[src/design/dshss_pkg.sv]
package dshss_pkg;

   // Default values of the top-level parameters
   localparam int SENSOR_CHECK_INTERVAL_DEF = 20;
   localparam int STEP_COUNT_BITS_DEF       = 20;
   localparam int POSITION_BITS_DEF         = 32;

   // Fixed field widths
   localparam int CMD_BITS      = 2;
   localparam int COUNT_W       = 20;
   localparam int DIR_W         = 2;
   localparam int DIST_W        = 16;
   localparam int SPEED_W       = 7;
   localparam int COIL_W        = 4;
   localparam int HALT_W        = 2;
   localparam int POS_OUT_W     = 32;
   localparam int DELAY_W       = 12;
   localparam int PHASE_W       = 3;
   localparam int CSR_IDX_BITS  = 1;
   localparam int CSR_DATA_BITS = 16;

   // Request tdata layout, lowest bit first
   localparam int REQ_COUNT_LSB = 0;
   localparam int REQ_DIRL_LSB  = REQ_COUNT_LSB + COUNT_W;
   localparam int REQ_DIRR_LSB  = REQ_DIRL_LSB + DIR_W;
   localparam int REQ_IRL_LSB   = REQ_DIRR_LSB + DIR_W;
   localparam int REQ_IRR_LSB   = REQ_IRL_LSB + 1;
   localparam int REQ_DIST_LSB  = REQ_IRR_LSB + 1;
   localparam int REQ_ESTOP_LSB = REQ_DIST_LSB + DIST_W;
   localparam int REQ_USED_W    = REQ_ESTOP_LSB + 1;
   localparam int REQ_DATA_W    = ((REQ_USED_W + 7) / 8) * 8;

   // Response tdata layout, lowest bit first
   localparam int RSP_COILL_LSB = 0;
   localparam int RSP_COILR_LSB = RSP_COILL_LSB + COIL_W;
   localparam int RSP_BUSY_LSB  = RSP_COILR_LSB + COIL_W;
   localparam int RSP_HALT_LSB  = RSP_BUSY_LSB + 1;
   localparam int RSP_POSL_LSB  = RSP_HALT_LSB + HALT_W;
   localparam int RSP_POSR_LSB  = RSP_POSL_LSB + POS_OUT_W;
   localparam int RSP_DELAY_LSB = RSP_POSR_LSB + POS_OUT_W;
   localparam int RSP_USED_W    = RSP_DELAY_LSB + DELAY_W;
   localparam int RSP_DATA_W    = ((RSP_USED_W + 7) / 8) * 8;

   // Command codes
   typedef enum logic [CMD_BITS-1:0] {
      CMD_START  = 2'd0,
      CMD_MANUAL = 2'd1,
      CMD_TICK   = 2'd2
   } cmd_type;

   // Why the last move ended
   typedef enum logic [HALT_W-1:0] {
      HALT_NONE   = 2'd0,
      HALT_SENSOR = 2'd1,
      HALT_ESTOP  = 2'd2
   } halt_type;

   // Register indexes
   localparam logic [CSR_IDX_BITS-1:0] CSR_SPEED     = 1'd0;
   localparam logic [CSR_IDX_BITS-1:0] CSR_THRESHOLD = 1'd1;

   localparam logic [SPEED_W-1:0] SPEED_MIN   = 7'd1;
   localparam logic [SPEED_W-1:0] SPEED_MAX   = 7'd100;
   localparam logic [SPEED_W-1:0] SPEED_RESET = 7'd50;

   // Delay = 3000 - floor((s-1)*2350/99), split as 2350 = 23*99 + 73.
   // floor(y/99) for y < 32768 is (y*10592)>>20, folded into one constant.
   localparam logic [DELAY_W-1:0] DELAY_SLOW     = 12'd3000;
   localparam logic [DELAY_W-1:0] DELAY_WHOLE    = 12'd23;
   localparam int                 DELAY_FRAC_SH  = 20;
   localparam int                 DELAY_FRAC_W   = 27;
   localparam logic [DELAY_FRAC_W-1:0] DELAY_FRAC_MUL = 27'd773216;

   typedef logic signed [DIR_W-1:0] dir_type;

   // One accepted request, unpacked
   typedef struct packed {
      logic [CMD_BITS-1:0] cmd;
      logic [COUNT_W-1:0]  step_count;
      logic [DIR_W-1:0]    dir_left;
      logic [DIR_W-1:0]    dir_right;
      logic                ir_left_clear;
      logic                ir_right_clear;
      logic [DIST_W-1:0]   distance;
      logic                emergency_stop;
   } item_type;

   // Settings handed from the register block to the engine
   typedef struct packed {
      logic [DIST_W-1:0]  obstacle_threshold;
      logic [DELAY_W-1:0] step_delay_us;
   } cfg_type;

   // Half-step coil pattern for a phase
   function automatic logic [COIL_W-1:0] half_step(input logic [PHASE_W-1:0] phase);
      logic [COIL_W-1:0] pat;
      case (phase)
         3'd0:    pat = 4'b1000;
         3'd1:    pat = 4'b1100;
         3'd2:    pat = 4'b0100;
         3'd3:    pat = 4'b0110;
         3'd4:    pat = 4'b0010;
         3'd5:    pat = 4'b0011;
         3'd6:    pat = 4'b0001;
         default: pat = 4'b1001;
      endcase
      return pat;
   endfunction

   // Raw code 10 saturates to -1
   function automatic dir_type decode_dir(input logic [DIR_W-1:0] raw);
      return (raw == 2'b10) ? dir_type'(2'b11) : dir_type'(raw);
   endfunction

   function automatic logic [SPEED_W-1:0] clamp_speed(input logic [SPEED_W-1:0] s);
      logic [SPEED_W-1:0] r;
      if (s < SPEED_MIN) begin
         r = SPEED_MIN;
      end else if (s > SPEED_MAX) begin
         r = SPEED_MAX;
      end else begin
         r = s;
      end
      return r;
   endfunction

   function automatic logic [DELAY_W-1:0] step_delay(input logic [SPEED_W-1:0] s);
      logic [SPEED_W-1:0]      s1;
      logic [DELAY_W-1:0]      whole;
      logic [DELAY_FRAC_W-1:0] frac;
      s1    = s - SPEED_MIN;
      whole = DELAY_W'(s1) * DELAY_WHOLE;
      frac  = DELAY_FRAC_W'(s1) * DELAY_FRAC_MUL;
      return DELAY_SLOW - whole - DELAY_W'(frac >> DELAY_FRAC_SH);
   endfunction

endpackage

[src/design/dshss_csr.sv]
module dshss_csr
   import dshss_pkg::*;
(
   input  logic                     clock,
   input  logic                     reset,
   input  logic                     csr_wr_en,
   input  logic [CSR_IDX_BITS-1:0]  csr_index,
   input  logic [CSR_DATA_BITS-1:0] csr_wdata,
   output cfg_type                  cfg
);

   logic [SPEED_W-1:0] speed_ff;
   logic [DIST_W-1:0]  threshold_ff;

   // register writes, speed clamped on the way in
   always_ff @(posedge clock) begin
      if (reset) begin
         speed_ff     <= SPEED_RESET;
         threshold_ff <= '0;
      end else if (csr_wr_en) begin
         case (csr_index)
            CSR_SPEED:     speed_ff     <= clamp_speed(csr_wdata[SPEED_W-1:0]);
            CSR_THRESHOLD: threshold_ff <= csr_wdata[DIST_W-1:0];
            default: ;
         endcase
      end
   end

   assign cfg.obstacle_threshold = threshold_ff;
   assign cfg.step_delay_us      = step_delay(speed_ff);

endmodule

[src/design/dshss_ingress.sv]
module dshss_ingress
   import dshss_pkg::*;
(
   input  logic                     clock,
   input  logic                     reset,
   input  logic                     req_tvalid,
   output logic                     req_tready,
   input  logic [REQ_DATA_W-1:0]    req_tdata,
   input  logic [CMD_BITS-1:0]      req_tuser,
   input  logic                     eng_ready,
   output logic                     item_vld,
   output item_type                 item
);

   logic     vld_ff;
   item_type item_ff;

   // the slot frees when it is empty or the engine takes its transaction
   assign req_tready = !vld_ff || eng_ready;

   always_ff @(posedge clock) begin
      if (reset) begin
         vld_ff <= 1'b0;
      end else if (req_tready) begin
         vld_ff <= req_tvalid;
      end
   end

   // unpack on acceptance
   always_ff @(posedge clock) begin
      if (req_tvalid && req_tready) begin
         item_ff.cmd            <= req_tuser;
         item_ff.step_count     <= req_tdata[REQ_COUNT_LSB +: COUNT_W];
         item_ff.dir_left       <= req_tdata[REQ_DIRL_LSB +: DIR_W];
         item_ff.dir_right      <= req_tdata[REQ_DIRR_LSB +: DIR_W];
         item_ff.ir_left_clear  <= req_tdata[REQ_IRL_LSB];
         item_ff.ir_right_clear <= req_tdata[REQ_IRR_LSB];
         item_ff.distance       <= req_tdata[REQ_DIST_LSB +: DIST_W];
         item_ff.emergency_stop <= req_tdata[REQ_ESTOP_LSB];
      end
   end

   assign item_vld = vld_ff;
   assign item     = item_ff;

endmodule

[src/design/dshss_engine.sv]
module dshss_engine
   import dshss_pkg::*;
#(
   parameter int SENSOR_CHECK_INTERVAL = SENSOR_CHECK_INTERVAL_DEF,
   parameter int STEP_COUNT_BITS       = STEP_COUNT_BITS_DEF,
   parameter int POSITION_BITS         = POSITION_BITS_DEF
) (
   input  logic                  clock,
   input  logic                  reset,
   input  logic                  item_vld,
   input  item_type              item,
   input  cfg_type               cfg,
   output logic                  eng_ready,
   output logic                  rsp_tvalid,
   input  logic                  rsp_tready,
   output logic [RSP_DATA_W-1:0] rsp_tdata
);

   localparam int ChkBits = (SENSOR_CHECK_INTERVAL > 1) ? $clog2(SENSOR_CHECK_INTERVAL) : 1;
   localparam logic [ChkBits-1:0] ChkLast = ChkBits'(SENSOR_CHECK_INTERVAL - 1);

   // move state
   logic [PHASE_W-1:0]              lphase_ff, lphase_in;
   logic [PHASE_W-1:0]              rphase_ff, rphase_in;
   logic signed [POSITION_BITS-1:0] lpos_ff, lpos_in;
   logic signed [POSITION_BITS-1:0] rpos_ff, rpos_in;
   logic [STEP_COUNT_BITS-1:0]      done_ff, done_in;
   logic [STEP_COUNT_BITS-1:0]      total_ff, total_in;
   logic [ChkBits-1:0]              chk_ff, chk_in;
   dir_type                         mdl_ff, mdl_in;
   dir_type                         mdr_ff, mdr_in;
   logic                            moving_ff, moving_in;
   halt_type                        cause_ff, cause_in;
   logic [2*COIL_W-1:0]             coil_ff, coil_in;

   // result register
   logic                  out_vld_ff;
   logic [RSP_DATA_W-1:0] out_data_ff, out_data_in;

   logic    fire;
   logic    step_en;
   dir_type step_l, step_r;
   dir_type in_l, in_r;
   logic    sensor_hit;

   assign eng_ready = !out_vld_ff || rsp_tready;
   assign fire      = item_vld && eng_ready;

   assign in_l = decode_dir(item.dir_left);
   assign in_r = decode_dir(item.dir_right);

   // obstacle or edge on a sampling step of a straight forward move
   assign sensor_hit = (chk_ff == '0) && (mdl_ff == dir_type'(2'sd1))
                       && (mdr_ff == dir_type'(2'sd1))
                       && (!item.ir_left_clear || !item.ir_right_clear
                           || (item.distance < cfg.obstacle_threshold));

   // command decode and next state
   always_comb begin
      done_in   = done_ff;
      total_in  = total_ff;
      chk_in    = chk_ff;
      mdl_in    = mdl_ff;
      mdr_in    = mdr_ff;
      moving_in = moving_ff;
      cause_in  = cause_ff;
      coil_in   = coil_ff;
      step_en   = 1'b0;
      step_l    = in_l;
      step_r    = in_r;
      case (item.cmd)
         CMD_START: begin
            total_in  = STEP_COUNT_BITS'(item.step_count);
            done_in   = '0;
            chk_in    = '0;
            mdl_in    = in_l;
            mdr_in    = in_r;
            cause_in  = HALT_NONE;
            moving_in = (total_in != '0);
            if (total_in == '0) begin
               coil_in = '0;
            end
         end
         CMD_MANUAL: begin
            step_en = !moving_ff;
         end
         CMD_TICK: begin
            if (moving_ff) begin
               if (done_ff >= total_ff) begin
                  moving_in = 1'b0;
                  cause_in  = HALT_NONE;
                  coil_in   = '0;
               end else if (sensor_hit) begin
                  moving_in = 1'b0;
                  cause_in  = HALT_SENSOR;
                  coil_in   = '0;
               end else if (item.emergency_stop) begin
                  moving_in = 1'b0;
                  cause_in  = HALT_ESTOP;
                  coil_in   = '0;
               end else begin
                  step_en = 1'b1;
                  step_l  = mdl_ff;
                  step_r  = mdr_ff;
                  done_in = done_ff + 1'b1;
                  chk_in  = (chk_ff == ChkLast) ? '0 : chk_ff + 1'b1;
               end
            end
         end
         default: ;
      endcase
      // one half step on both motors
      lphase_in = lphase_ff;
      rphase_in = rphase_ff;
      lpos_in   = lpos_ff;
      rpos_in   = rpos_ff;
      if (step_en) begin
         lphase_in = lphase_ff + PHASE_W'(step_l);
         rphase_in = rphase_ff + PHASE_W'(step_r);
         lpos_in   = lpos_ff + POSITION_BITS'(step_l);
         rpos_in   = rpos_ff + POSITION_BITS'(step_r);
         coil_in   = {half_step(lphase_in), half_step(rphase_in)};
      end
   end

   // pack the result transaction
   always_comb begin
      out_data_in = '0;
      out_data_in[RSP_COILL_LSB +: COIL_W]    = coil_in[2*COIL_W-1:COIL_W];
      out_data_in[RSP_COILR_LSB +: COIL_W]    = coil_in[COIL_W-1:0];
      out_data_in[RSP_BUSY_LSB]               = moving_in;
      out_data_in[RSP_HALT_LSB +: HALT_W]     = cause_in;
      out_data_in[RSP_POSL_LSB +: POS_OUT_W]  = POS_OUT_W'(lpos_in);
      out_data_in[RSP_POSR_LSB +: POS_OUT_W]  = POS_OUT_W'(rpos_in);
      out_data_in[RSP_DELAY_LSB +: DELAY_W]   = cfg.step_delay_us;
   end

   // state registers
   always_ff @(posedge clock) begin
      if (reset) begin
         lphase_ff <= '0;
         rphase_ff <= '0;
         lpos_ff   <= '0;
         rpos_ff   <= '0;
         done_ff   <= '0;
         total_ff  <= '0;
         chk_ff    <= '0;
         mdl_ff    <= '0;
         mdr_ff    <= '0;
         moving_ff <= 1'b0;
         cause_ff  <= HALT_NONE;
         coil_ff   <= '0;
      end else if (fire) begin
         lphase_ff <= lphase_in;
         rphase_ff <= rphase_in;
         lpos_ff   <= lpos_in;
         rpos_ff   <= rpos_in;
         done_ff   <= done_in;
         total_ff  <= total_in;
         chk_ff    <= chk_in;
         mdl_ff    <= mdl_in;
         mdr_ff    <= mdr_in;
         moving_ff <= moving_in;
         cause_ff  <= cause_in;
         coil_ff   <= coil_in;
      end
   end

   // output register
   always_ff @(posedge clock) begin
      if (reset) begin
         out_vld_ff <= 1'b0;
      end else if (eng_ready) begin
         out_vld_ff <= item_vld;
      end
   end

   always_ff @(posedge clock) begin
      if (fire) begin
         out_data_ff <= out_data_in;
      end
   end

   assign rsp_tvalid = out_vld_ff;
   assign rsp_tdata  = out_data_ff;

endmodule

[src/design/dual_stepper_half_step_sequencer_unit.sv]
// Two-motor half-step sequencer. Each request transaction carries a command
// (start a counted move, take one manual step, or one step-period tick) and
// returns exactly one response with both coil patterns, the busy flag, the
// reason the last move ended, both wrapping positions and the step delay in
// microseconds for the current speed setting. One transaction is taken per
// clock while the response side is not stalling; its response passes through
// the input register and then the result register before it is on rsp_*,
// and back-pressure on the response side reaches req_tready in the same cycle.
// Registers are written through csr_* and take effect at once: index 0 is speed
// in percent (clamped to 1..100), index 1 is the obstacle distance threshold
// (0 disables it).
module dual_stepper_half_step_sequencer_unit
   import dshss_pkg::*;
#(
   parameter int SENSOR_CHECK_INTERVAL = SENSOR_CHECK_INTERVAL_DEF,
   parameter int STEP_COUNT_BITS       = STEP_COUNT_BITS_DEF,
   parameter int POSITION_BITS         = POSITION_BITS_DEF
) (
   input  logic                     clock,
   input  logic                     reset,
   input  logic                     req_tvalid,
   output logic                     req_tready,
   // step_count, dir_left, dir_right, ir_left_clear, ir_right_clear,
   // distance, emergency_stop, zero fill
   input  logic [REQ_DATA_W-1:0]    req_tdata,
   // cmd
   input  logic [CMD_BITS-1:0]      req_tuser,
   output logic                     rsp_tvalid,
   input  logic                     rsp_tready,
   // coil_left, coil_right, busy_res, halt_reason, pos_left, pos_right,
   // step_delay_us, zero fill
   output logic [RSP_DATA_W-1:0]    rsp_tdata,
   input  logic                     csr_wr_en,
   input  logic [CSR_IDX_BITS-1:0]  csr_index,
   input  logic [CSR_DATA_BITS-1:0] csr_wdata
);

   cfg_type  cfg;
   item_type item;
   logic     item_vld;
   logic     eng_ready;

   dshss_csr u_csr (
      .clock     (clock),
      .reset     (reset),
      .csr_wr_en (csr_wr_en),
      .csr_index (csr_index),
      .csr_wdata (csr_wdata),
      .cfg       (cfg)
   );

   dshss_ingress u_ingress (
      .clock      (clock),
      .reset      (reset),
      .req_tvalid (req_tvalid),
      .req_tready (req_tready),
      .req_tdata  (req_tdata),
      .req_tuser  (req_tuser),
      .eng_ready  (eng_ready),
      .item_vld   (item_vld),
      .item       (item)
   );

   dshss_engine #(
      .SENSOR_CHECK_INTERVAL (SENSOR_CHECK_INTERVAL),
      .STEP_COUNT_BITS       (STEP_COUNT_BITS),
      .POSITION_BITS         (POSITION_BITS)
   ) u_engine (
      .clock      (clock),
      .reset      (reset),
      .item_vld   (item_vld),
      .item       (item),
      .cfg        (cfg),
      .eng_ready  (eng_ready),
      .rsp_tvalid (rsp_tvalid),
      .rsp_tready (rsp_tready),
      .rsp_tdata  (rsp_tdata)
   );

endmodule

[config.mk]
export PLATFORM = sky130hd
export DESIGN_NAME = dual_stepper_half_step_sequencer_unit
export DESIGN_NICKNAME = d
export VERILOG_FILES = /design/src/design/dshss_pkg.sv /design/src/design/dshss_csr.sv /design/src/design/dshss_ingress.sv /design/src/design/dshss_engine.sv /design/src/design/dual_stepper_half_step_sequencer_unit.sv
export SDC_FILE = /design/constraint.sdc
export NUM_CORES = 1
export LEC_CHECK = 0
export ABC_AREA = 1
export BUFFER_PORTS_ARGS = -buffer_cell sky130_fd_sc_hd__buf_2
export CAP_MARGIN = 5
export CORE_UTILIZATION = 50
export CTS_BUF_LIST = sky130_fd_sc_hd__clkbuf_2 sky130_fd_sc_hd__clkbuf_4 sky130_fd_sc_hd__clkbuf_8
export CTS_CLUSTER_DIAMETER = 40
export DETAILED_ROUTE_END_ITERATION = 6
export GPL_ROUTABILITY_DRIVEN = 1
export GPL_TIMING_DRIVEN = 0
export PLACE_DENSITY = 0.68
export SETUP_SLACK_MARGIN = 0.4
export SLEW_MARGIN = 40
export SYNTH_ARGS = -nofsm -noshare
export SYNTH_HDL_FRONTEND = slang
export SYNTH_SLANG_ARGS = --single-unit
[constraint.sdc]
create_clock -name clock -period 17.5 [get_ports clock]
set_clock_uncertainty 0.2 [all_clocks]
set_input_delay 2.625 -clock clock [delete_from_list [all_inputs] [get_ports clock]]
set_output_delay 2.625 -clock clock [all_outputs]
set_load 0.02 [all_outputs]
==> metrics.md, run 1 <==
| Metric | Value |
|---|---|
| Final Hold Vio Count | 0 |
| CP startpoint kind | flip-flop |
| Vias in the first global route | about 14000 |
| Final HPWL DP | roughly 35 mm |
| Total grt overflow | 0 |
| Req. time, crit path | 17.75 ns |
| Cells after Synth | a little over 2000 |
| Status | complete, but fails checks |
| Net Sw Power | 1.21 mW |
| Tot Pwr | roughly 3.0 mW |
| Skew-Pair Late Insertion Delay | roughly 0.65 ns |
| Core ar. | around 35000 µm² |
| Die Span X | approximately 190 µm |
| Critical path class | reg -> reg |
| Post-synth net total | between 2000 and 2500 |
| Synth Cell Area | 17700 µm² |
| Fin Setup TNS | 0 ns |
| CTS Buf Count | a little over 50 |
| Count leader, synth | nand2_1 |
| Seq/Total Area, Yosys | 0.400 |
| Worst path arrival time | just under 10 ns |
| Slowest CP cell | dfxtp_1 |
| Routed Antenna Nets | 0 |
| Fraction of layout instances using a drive strength above 1 | 0.135 |
| I/O Pins | between 150 and 200 |
| Drc violations | 1 |
| Top cells by count, synth | nand2_1, inv_1, a21oi_1, o21ai_0, ha_1 |
| Fin crit period | 9.44 ns |
| Worst relative slew slack | 0.459 |
| Sink Count | 287 |
| Total GRT Usage | 0.258 |
| 1st-pass router iterations | 7 |
| Comb power frac | 0.497 |
| Worst min-delay path category | reg -> reg |
| Top cell type's share of synthesized area | 0.224 |
| Initial Utilization | 0.511 |
| Final Util | 0.583 |
| Pleak | 9.06 nW |
| Final period util | 0.539 |
| Post-synthesis register bit count | about 290 |
| WL final | about 46 mm |
| Setup Buffers After CTS | 0 |
| Yosys top cell by area | edfxtp_1 |
| Peak supply drop | just under 300 µV |
| Slew @ Worst Pin | between 0.8 and 0.9 ns |
| Rows | 68 |
| Number of synthesized flops with an enable pin | about 130 |
| CTS max path bufs | 3 |
| Number of max-cap violations | 0 |
| Clock power share | 0.220 |
| Sw Ratio | 0.401 |
| F_max | approximately 110 MHz |
| Yosys warnings | 0 |
| Antenna violations before repair | 1 |
| Worst Setup End Kind | flip-flop |
| Area grow syn2layout | 14.1% |
| Final Max Slew Viols | 0 |
| Syn Area/Cell | 8.53 µm² |
| Post-synthesis cell type count | 51 |
| PD cells | ~150 nW/µm² |
| Largest stage delay on the critical path | around 0.76 ns |
| GPL Wtd Cong | about 0.94 |
| I/O Buffers | 154 |
| Iter 0 DRT Violations | 941 |
| Clock Pin Slew Worst Setup and Hold Paths | ~0.06 ns |
| Setup violations, final | 0 |
| Pin count of the biggest net entering global routing | 46 |
| Dominant cells by area after synthesis | edfxtp_1, dfxtp_1, ha_1 |
| Sequential share of power | 0.284 |
| Routed len/inst | between 15 and 20 µm |
| Area of the die | roughly 36000 µm² |
| Largest fanout on the critical path | 10 |
| Post-synth top flop | dfxtp_1 |
| CTS tree | done |
| Internal power | approximately 1.8 mW |
| Post-layout net count | around 2600 |
| Violated checks | design-rule violations |
| First-pass GRT wire length | roughly 73 mm |
| Root Buffer | clkbuf_8 |
| Async SR Flop Fraction | 0 |
| Die Height | between 150 and 200 µm |
| Post-CTS sizing | 0 |
| Via count | roughly 15000 |
| Hold-fix buffers, CTS | 0 |
| H-tree depth | 2 |
| RSZ-0062 raised after global routing | no |
| Vias per std cell | approximately 5.4 |
-- per-layer routing --
| metal | vias to the layer above | GRT usage | share of wire |
|---|---|---|---|
| li1 | 7431 | - | - |
| met1 | 7022 | 0.327 | 0.44 |
| met2 | 431 | 0.426 | 0.47 |
| met3 | 105 | 0.0393 | 0.051 |
| met4 | 0 | 0.128 | 0.040 |
| met5 | - | 0 | 0 |
-- placed cells by master (no fill, tap or decap), types with 26 or more instances in the layout --
cell type | netlist | final
dfxtp_1 | 155 | 155
o21ai_0 | 192 | 192
edfxtp_1 | 132 | 132
ha_1 | 183 | 183
xnor2_1 | 28 | 28
buf_2 | 17 | 171
a21oi_1 | 213 | 213
nand3_1 | 74 | 74
inv_1 | 260 | 257
fa_1 | 36 | 36
xor2_1 | 62 | 62
nand2_1 | 366 | 366
nand4_1 | 26 | 26
nor2_1 | 149 | 149
clkbuf_1 | 33 | 30
clkbuf_8 | 0 | 58
-- power by group through the flow --
stage	combinational, mW	sequential (mW)	clock, mW
6_report	1.50	0.860	0.665
2_1_floorplan	1.07	0.904	0
3_5_place_dp	1.51	0.874	0
4_1_cts	1.53	0.860	0.680
5_1_grt	1.74	0.864	0.708
3_3_place_gp	1.43	0.875	0
-- worst max-delay path: cells and delay by family, from the launching register on --
kind / cells / cell delay (ns)
AO/OA/AOI/OAI: 9 / 1.59
buffers and inverters: 5 / 0.77
adder cells (fa/ha/maj): 11 / 4.42
flip-flops: 1 / 0.76
XOR/XNOR: 4 / 0.89
AND/OR/NAND/NOR: 6 / 0.60
-- per-stage QoR --
stage / setup slack (ns) / hold WS (ns) / std cells / cell area [µm²]
after CTS: 8.00 / 0.263 / 2780 / 20200
after global routing: 7.28 / 0.277 / 2781 / 20200
final: 8.06 / 0.261 / 2781 / 20200
after detailed placement: 8.06 / 0.254 / 2684 / 19100
after floorplan: 9.26 / 0.224 / 2073 / 17700
after global placement: 8.21 / 0.237 / 2682 / 19000
-- cell families after synthesis --
| family | after synthesis | share of synthesized area |
|---|---|---|
| DFF | 287 | 0.400 |
| other | 1 | 0.000212 |
| adders and majority gates | 219 | 0.170 |
| xor gates and xnor gates | 90 | 0.0446 |
| buffers and inverters | 321 | 0.0725 |
| and+or+nand+nor | 664 | 0.159 |
| AOI/OAI and AO/OA | 491 | 0.154 |
-- state kept, by name (all words and copies together) (netlist names), 3 cells and up --
register and cells:
u_engine.rsp_tdata 87, u_ingress.item 45, u_engine.lpos_ff 32, u_engine.rpos_ff 32, u_engine.done_ff 20, u_engine.total_ff 20
u_csr.threshold_ff 16, u_engine.coil_ff 8, u_csr.speed_ff 7, u_engine.chk_ff 5, u_engine.lphase_ff 3, u_engine.rphase_ff 3
-- cell type report --
class / instances / area [µm²]
fill: 3172 / 14500
multi-input combinational: 1465 / 9330
buffer: 59 / 305
inverter: 262 / 986
timing repair buffer: 156 / 811
sequential: 287 / 7070
clock inverter: 22 / 186
antenna: 1 / 2.50
clock buffer: 74 / 918
tap: 455 / 569
-- path summary, 6_finish.rpt --
path,cells past startpoint,slack (ns),to,start
setup reg to reg,35,8.06,u_engine.rsp_tdata[86],u_csr.speed_ff[0]
hold / removal,2,0.26,u_csr.threshold_ff[8],u_csr.threshold_ff[8]
hold reg to reg,2,0.26,u_csr.threshold_ff[8],u_csr.threshold_ff[8]
setup / recovery,35,8.06,u_engine.rsp_tdata[86],u_csr.speed_ff[0]
(Power assumes the default switching activity.)
==> run 2, diff against run 1 <==
--- a/config.mk
+++ b/config.mk
@@ -14,7 +14,7 @@
 export DETAILED_ROUTE_END_ITERATION = 6
 export GPL_ROUTABILITY_DRIVEN = 1
 export GPL_TIMING_DRIVEN = 0
-export PLACE_DENSITY = 0.68
+export PLACE_DENSITY = 0.71
 export SETUP_SLACK_MARGIN = 0.4
 export SLEW_MARGIN = 40
 export SYNTH_ARGS = -nofsm -noshare
==> constraint.sdc (replaced) <==
create_clock -name clock -period 8.4 [get_ports clock]
set_clock_uncertainty 0.2 [all_clocks]
set_input_delay 1.26 -clock clock [delete_from_list [all_inputs] [get_ports clock]]
set_output_delay 1.26 -clock clock [all_outputs]
set_load 0.02 [all_outputs]
==> metrics.md, run 2 (synthesis gave the netlist of run 1 again) <==
| Metric | Value |
|---|---|
| CTS Buf Count | 50 (-2.0%) |
| Tot Pwr | 7.15 mW (+140%) |
| Final Hold Slack | 0.254 ns (-0.00750 ns) |
| Sequential share of power | 0.250 (-0.034) |
| PD cells | 345 nW/µm² (+130%) |
| Vias per std cell | 5.45 (+1.1%) |
| Die Height | 190 µm (unchanged) |
| GPL Wtd Cong | 0.940 (+0.27%) |
| I/O Buffers | 154 (unchanged) |
| Slack of the critical path | 0.520 ns (-7.54 ns) |
| Worst r2r src | u_csr.speed_ff[0] |
| Final Max Slew Viols | 0 (unchanged) |
| Fin crit period | 7.88 ns (-1.56 ns) |
| R2r setup slk | 0.52 ns (-7.54 ns) |
| Final non-filler cell total | 2807 (+0.93%) |
| Drc violations | 0 (-1) |
| Antenna violations before repair | 2 (+1) |
| Fraction of layout instances using a drive strength above 1 | 0.170 (+0.0350) |
| Clock Pin Slew Worst Setup and Hold Paths | 0.06 ns (about the same) |
| Max reg flops | 87 (unchanged) |
| CTS tree | done |
| Pin count of the biggest net entering global routing | 46 (unchanged) |
| Setup violations, final | 0 (unchanged) |
| Cell depth of the worst flop-to-flop path | 33 (-5.7%) |
| Comb power frac | 0.557 (+0.060) |
| Iter 0 DRT Violations | 1030 (+9.5%) |
| Fin Setup TNS | 0 ns (unchanged) |
| Worst relative slew slack | 0.405 (-0.0537) |
| Largest fanout on the critical path | 4 (-6) |
| Worst hold stages | 2 (unchanged) |
| Area grow syn2layout | 17.3% |
| Final Util | 0.599 (+0.0164) |
| I/O Pins | 162 (unchanged) |
| Core ar. | 34600 µm² (unchanged) |
| Critical path buffer and inverter count | 5 (unchanged) |
| Total grt overflow | 0 (unchanged) |
| Largest stage delay on the critical path | 0.61 ns (-0.15 ns) |
| Area of the die | 36100 µm² (unchanged) |
| Slew @ Worst Pin | 0.892 ns (+0.0833 ns) |
| 1st-pass router iterations | 6 (-1) |
| Critical path class | reg -> reg |
| RSZ-0062 raised after global routing | yes |
| Via count | 15288 (+2.0%) |
| Worst Setup End Kind | flip-flop |
| Final HPWL DP | 34.7 mm (-0.84%) |
| F_max | 127 MHz (+20%) |
| Peak supply drop | 959 µV (+230%) |
| Routed Antenna Nets | 0 (unchanged) |
| Most frequent cells in the layout | nand2_1, inv_1, a21oi_1 |
| Root Buffer | clkbuf_8 |
| Sink Count | 287 (unchanged) |
| Net Sw Power | 2.81 mW (+130%) |
| Dpl cells | 2684 (unchanged) |
| Req. time, crit path | 8.57 ns (-9.18 ns) |
| Hold path startpoint | u_csr.threshold_ff[0] |
| CP startpoint kind | flip-flop |
| Total GRT Usage | 0.256 (-0.00183) |
| Die Span X | 190 µm (unchanged) |
| Initial Utilization | 0.511 (unchanged) |
| Worst min-delay path category | reg -> reg |
| Pleak | 9.19 nW (+1.5%) |
| Routed len/inst | 16.7 µm (+1.5%) |
| Post-layout net count | 2601 (+1.1%) |
| Final Cell Area | 20700 µm² (+2.8%) |
| Rows | 68 (unchanged) |
| Final period util | 0.938 (+0.399) |
| Worst path arrival time | 8.05 ns (-1.64 ns) |
| Most common cell after layout, fill and taps aside | nand2_1 |
| Vias in the first global route | 14756 (+1.9%) |
| WL final | 46.8 mm (+2.4%) |
| R2R Path End | u_engine.rsp_tdata[86] |
| First-pass GRT wire length | 73.2 mm (+0.13%) |
| Clock power share | 0.193 (-0.027) |
| Hold EP | u_csr.threshold_ff[0] |
| Slowest CP cell | fa_1 |
| Skew-Pair Late Insertion Delay | 0.64 ns (about the same) |
| Worst path top cell family by delay | adder cells |
| Cell mode on critical path | fa_1 |
| H-tree depth | 2 (unchanged) |
| CTS max path bufs | 3 (unchanged) |
| Ant diodes | 0 (-1) |
| Sw Ratio | 0.393 (-0.00737) |
| Number of max-cap violations | 0 (unchanged) |
| DP Area | 19100 µm² (about the same) |
| Internal power | 4.34 mW (+140%) |
| DP Worst Slack | -0.670 ns (-8.73 ns) |
| Final Hold Vio Count | 0 (unchanged) |
| Status | finished clean |
==> run 2: cell count changes in the layout (fill, tap and decap cells not counted), moves of 9 or more <==
cell	change
ha_4	+14
a21oi_2	+11
inv_1	-9
ha_1	-18
buf_4	+29
a21oi_1	-12
==> run 2: power by group through the flow <==
stage	registers (mW)	clock network (mW)	logic, mW
global placement	1.82	0	2.86
detailed placement	1.82	0	3.01
global route	1.80	1.47	4.48
finish	1.79	1.38	3.98
floorplan	1.88	0	2.22
CTS	1.79	1.40	3.18
==> run 2: metal layers <==
metal	vias to the layer above	share of wire	track usage
met1	7206	0.44	0.326
met4	4	0.034	0.102
met3	110	0.059	0.0474
li1	7506	-	-
met5	-	0.00058	0
met2	462	0.47	0.426
==> run 2: worst max-delay path by stage <==
stage	end	start	slack [ns]	cells after the start
floorplan	u_engine.rsp_tdata[86]	u_csr.speed_ff[0]	0.48	35
global placement	u_engine.rsp_tdata[86]	u_csr.speed_ff[0]	-0.41	35
detailed placement	u_engine.rsp_tdata[86]	u_csr.speed_ff[0]	-0.67	35
CTS	u_engine.rsp_tdata[86]	u_csr.speed_ff[0]	0.40	33
global route	u_engine.rsp_tdata[86]	u_csr.speed_ff[0]	0.06	38
finish	u_engine.rsp_tdata[86]	u_csr.speed_ff[0]	0.52	33
==> run 2: area by class of cell <==
type,instances,area (µm²)
fillers,3007,13900
flip-flops and latches,287,7070
clock inverters,24,209
inverters,262,997
clock buffers,70,870
well taps,455,569
multi-input cells,1465,9700
plain buffers,59,305
repair buffers,185,1030
==> run 2: timing repair <==
| action | CTS | global route |
|---|---|---|
| pin swaps | 9 | 39 |
| hold buffers | 0 | 0 |
| endpoints found under the setup margin | 7 | 4 |
| resized for setup | 33 | 39 |
| buffers inserted | 11 | 18 |
==> run 2: worst min-delay path, cell delays in order (launching register included) <==
cell	delay (ns)
dfxtp_1	0.31
inv_1	0.05
a21oi_1	0.05
==> run 3, diff against run 2 <==
--- a/config.mk
+++ b/config.mk
@@ -8,6 +8,8 @@
 export ABC_AREA = 1
 export BUFFER_PORTS_ARGS = -buffer_cell sky130_fd_sc_hd__buf_2
 export CAP_MARGIN = 5
+export CORE_ASPECT_RATIO = 1.25
+export CORE_MARGIN = 4
 export CORE_UTILIZATION = 50
 export CTS_BUF_LIST = sky130_fd_sc_hd__clkbuf_2 sky130_fd_sc_hd__clkbuf_4 sky130_fd_sc_hd__clkbuf_8
 export CTS_CLUSTER_DIAMETER = 40
@@ -16,7 +18,7 @@
 export GPL_TIMING_DRIVEN = 0
 export PLACE_DENSITY = 0.71
 export SETUP_SLACK_MARGIN = 0.4
-export SLEW_MARGIN = 40
+export SLEW_MARGIN = 20
 export SYNTH_ARGS = -nofsm -noshare
 export SYNTH_HDL_FRONTEND = slang
 export SYNTH_SLANG_ARGS = --single-unit
==> metrics.md, run 3 (synthesis gave the netlist of run 1 again) <==
| Metric | Value |
|---|---|
| Slowest CP cell | fa_2 |
| Hold EP | u_csr.threshold_ff[14] |
| Setup violations, final | 0 (unchanged) |
| Status | finished clean |
| F_max | 127 MHz (+0.43%) |
| Dpl cells | 2697 (+0.48%) |
| Sink Count | 287 (unchanged) |
| Slack of the critical path | 0.554 ns (+0.0334 ns) |
| Pin count of the biggest net entering global routing | 51 (+11%) |
| Iter 0 DRT Violations | 848 (-18%) |
| Skew-Pair Late Insertion Delay | 0.61 ns (-0.03 ns) |
| Worst Setup End Kind | flip-flop |
| R2R Path End | u_engine.rsp_tdata[85] |
| Die Span X | 176 µm (-7.3%) |
| Final Max Slew Viols | 0 (unchanged) |
| Root Buffer | clkbuf_8 |
| Antenna violations before repair | 1 (-1) |
| Fillers | 3052 (+1.5%) |
| Worst hold stages | 2 (unchanged) |
| I/O Pins | 162 (unchanged) |
| Largest stage delay on the critical path | 0.62 ns (about the same) |
| Critical path class | reg -> reg |
| CTS Buf Count | 47 (-6.0%) |
| Clock Pin Slew Worst Setup and Hold Paths | 0.06 ns (about the same) |
| Worst min-delay path category | reg -> reg |
| Max reg flops | 87 (unchanged) |
| Post-layout net count | 2584 (-0.65%) |
| First-pass GRT wire length | 71.5 mm (-2.4%) |
| DP Worst Slack | -0.572 ns (+0.0978 ns) |
| Total GRT Usage | 0.228 (-0.0279) |
| Vias per std cell | 5.34 (-2.0%) |
| Worst relative slew slack | 0.247 (-0.158) |
| Fraction of layout instances using a drive strength above 1 | 0.157 (-0.0127) |
| Slew @ Worst Pin | 1.13 ns (+0.237 ns) |
| Drc violations | 0 (unchanged) |
| Final Hold Vio Count | 0 (unchanged) |
| Cell mode on critical path | fa_1 |
| Tot Pwr | 6.63 mW (-7.3%) |
| Area grow syn2layout | 16.3% |
| Hold path startpoint | u_csr.threshold_ff[14] |
| CP startpoint kind | flip-flop |
| Rows | 76 (+12%) |
| CTS tree | done |
| Via count | 14951 (-2.2%) |
| Pleak | 9.11 nW (-0.86%) |
| Req. time, crit path | 8.54 ns (-0.03 ns) |
| Most frequent cells in the layout | nand2_1, inv_1, a21oi_1 |
| Final non-filler cell total | 2801 (-0.21%) |
| CTS max path bufs | 3 (unchanged) |
| Most common cell after layout, fill and taps aside | nand2_1 |
| Worst r2r src | u_csr.speed_ff[1] |
| Worst path arrival time | 7.98 ns (-0.07 ns) |
| R2r setup slk | 0.55 ns (+0.03 ns) |
| Peak supply drop | 797 µV (-17%) |
| I/O Buffers | 154 (unchanged) |
| Core ar. | 34700 µm² (+0.23%) |
| PD cells | 323 nW/µm² (-6.4%) |
| RSZ-0062 raised after global routing | no |
| WL final | 45.2 mm (-3.5%) |
| Routed Antenna Nets | 0 (unchanged) |
| 1st-pass router iterations | 6 (unchanged) |
| Number of max-cap violations | 0 (unchanged) |
| Vias in the first global route | 14591 (-1.1%) |
| Die Height | 218 µm (+15%) |
| Final HPWL DP | 34.2 mm (-1.2%) |
| Fin crit period | 7.85 ns (-0.0334 ns) |
| Initial Utilization | 0.509 (-0.00118) |
| Routed len/inst | 16.1 µm (-3.3%) |
| H-tree depth | 2 (unchanged) |
| Final period util | 0.934 (-0.00397) |
| Cell depth of the worst flop-to-flop path | 33 (unchanged) |
| GPL Wtd Cong | 0.931 (-0.98%) |
| Total grt overflow | 0 (unchanged) |
| Largest fanout on the critical path | 4 (unchanged) |
| Area of the die | 38500 µm² (+6.5%) |
run 3: cell types whose count changed in the layout (fill, tap and decap cells not counted), sizes merged:
cell and change:
clkbuf -2, clkinv +1, inv -1, diode +1, buf -14, clkinvlp -4
run 3: final cells by class:
class / count / area [µm²] / share of cell area
repair buffers: 171 / 943 / 0.0459
clock inverters: 20 / 186 / 0.00907
clock buffers: 68 / 836 / 0.0407
well taps: 468 / 586 / 0.0285
multi-input cells: 1465 / 9630 / 0.468
diodes: 1 / 2.50 / 0.000122
inverters: 262 / 997 / 0.0485
flip-flops and latches: 287 / 7070 / 0.344
plain buffers: 59 / 303 / 0.0147
run 3: timing repair:
item / in CTS / in global routing
gates resized for setup: 21 / 36
setup buffers: 5 / 10
pin swaps: 3 / 23
setup endpoints to repair: 7 / 4
cloned: 0 / 0
hold buffers: 0 / 0
run 3: worst max-delay path by stage:
stage	slack (ns)	cells after the start	to	startpoint
2_1_floorplan	0.48	35	u_engine.rsp_tdata[86]	u_csr.speed_ff[0]
5_1_grt	0.29	34	u_engine.rsp_tdata[85]	u_csr.speed_ff[0]
3_5_place_dp	-0.57	35	u_engine.rsp_tdata[86]	u_csr.speed_ff[0]
6_report	0.55	33	u_engine.rsp_tdata[85]	u_csr.speed_ff[1]
3_3_place_gp	-0.48	35	u_engine.rsp_tdata[86]	u_csr.speed_ff[0]
4_1_cts	0.41	35	u_engine.rsp_tdata[86]	u_csr.speed_ff[0]
run 3: metrics by stage:
stage	util	instance area [µm²]	hold slack, ns	TNS (ns)
final	0.592	20600	0.258	0
after CTS	0.584	20300	0.260	0
after detailed placement	0.550	19100	0.250	-1.43
after floorplan	-	17700	0.224	0
after global placement	0.549	19000	0.243	-1.18
after global routing	0.592	20600	0.282	0
run 3: layer usage:
layer	vias to the layer above	share of wire	track usage	routed length [µm]
li1	7457	-	-	-
met1	6964	0.42	0.278	18800
met2	433	0.49	0.402	22300
met3	97	0.053	0.0344	2410
met4	0	0.037	0.0931	1660
met5	-	0	0	0
run 3: power breakdown:
group / switching, mW / internal (mW)
sequential: 0.0317 / 1.76
combinational: 1.95 / 1.57
clock: 0.578 / 0.739
run 3: critical path, delay by kind of cell (launching register included):
kind	cells	cell delay, ns
flops	1	0.32
compound gates	5	0.76
buf+inv	5	0.48
simple gates	8	1.02
xor+xnor	4	0.58
fa+ha+maj	11	4.26
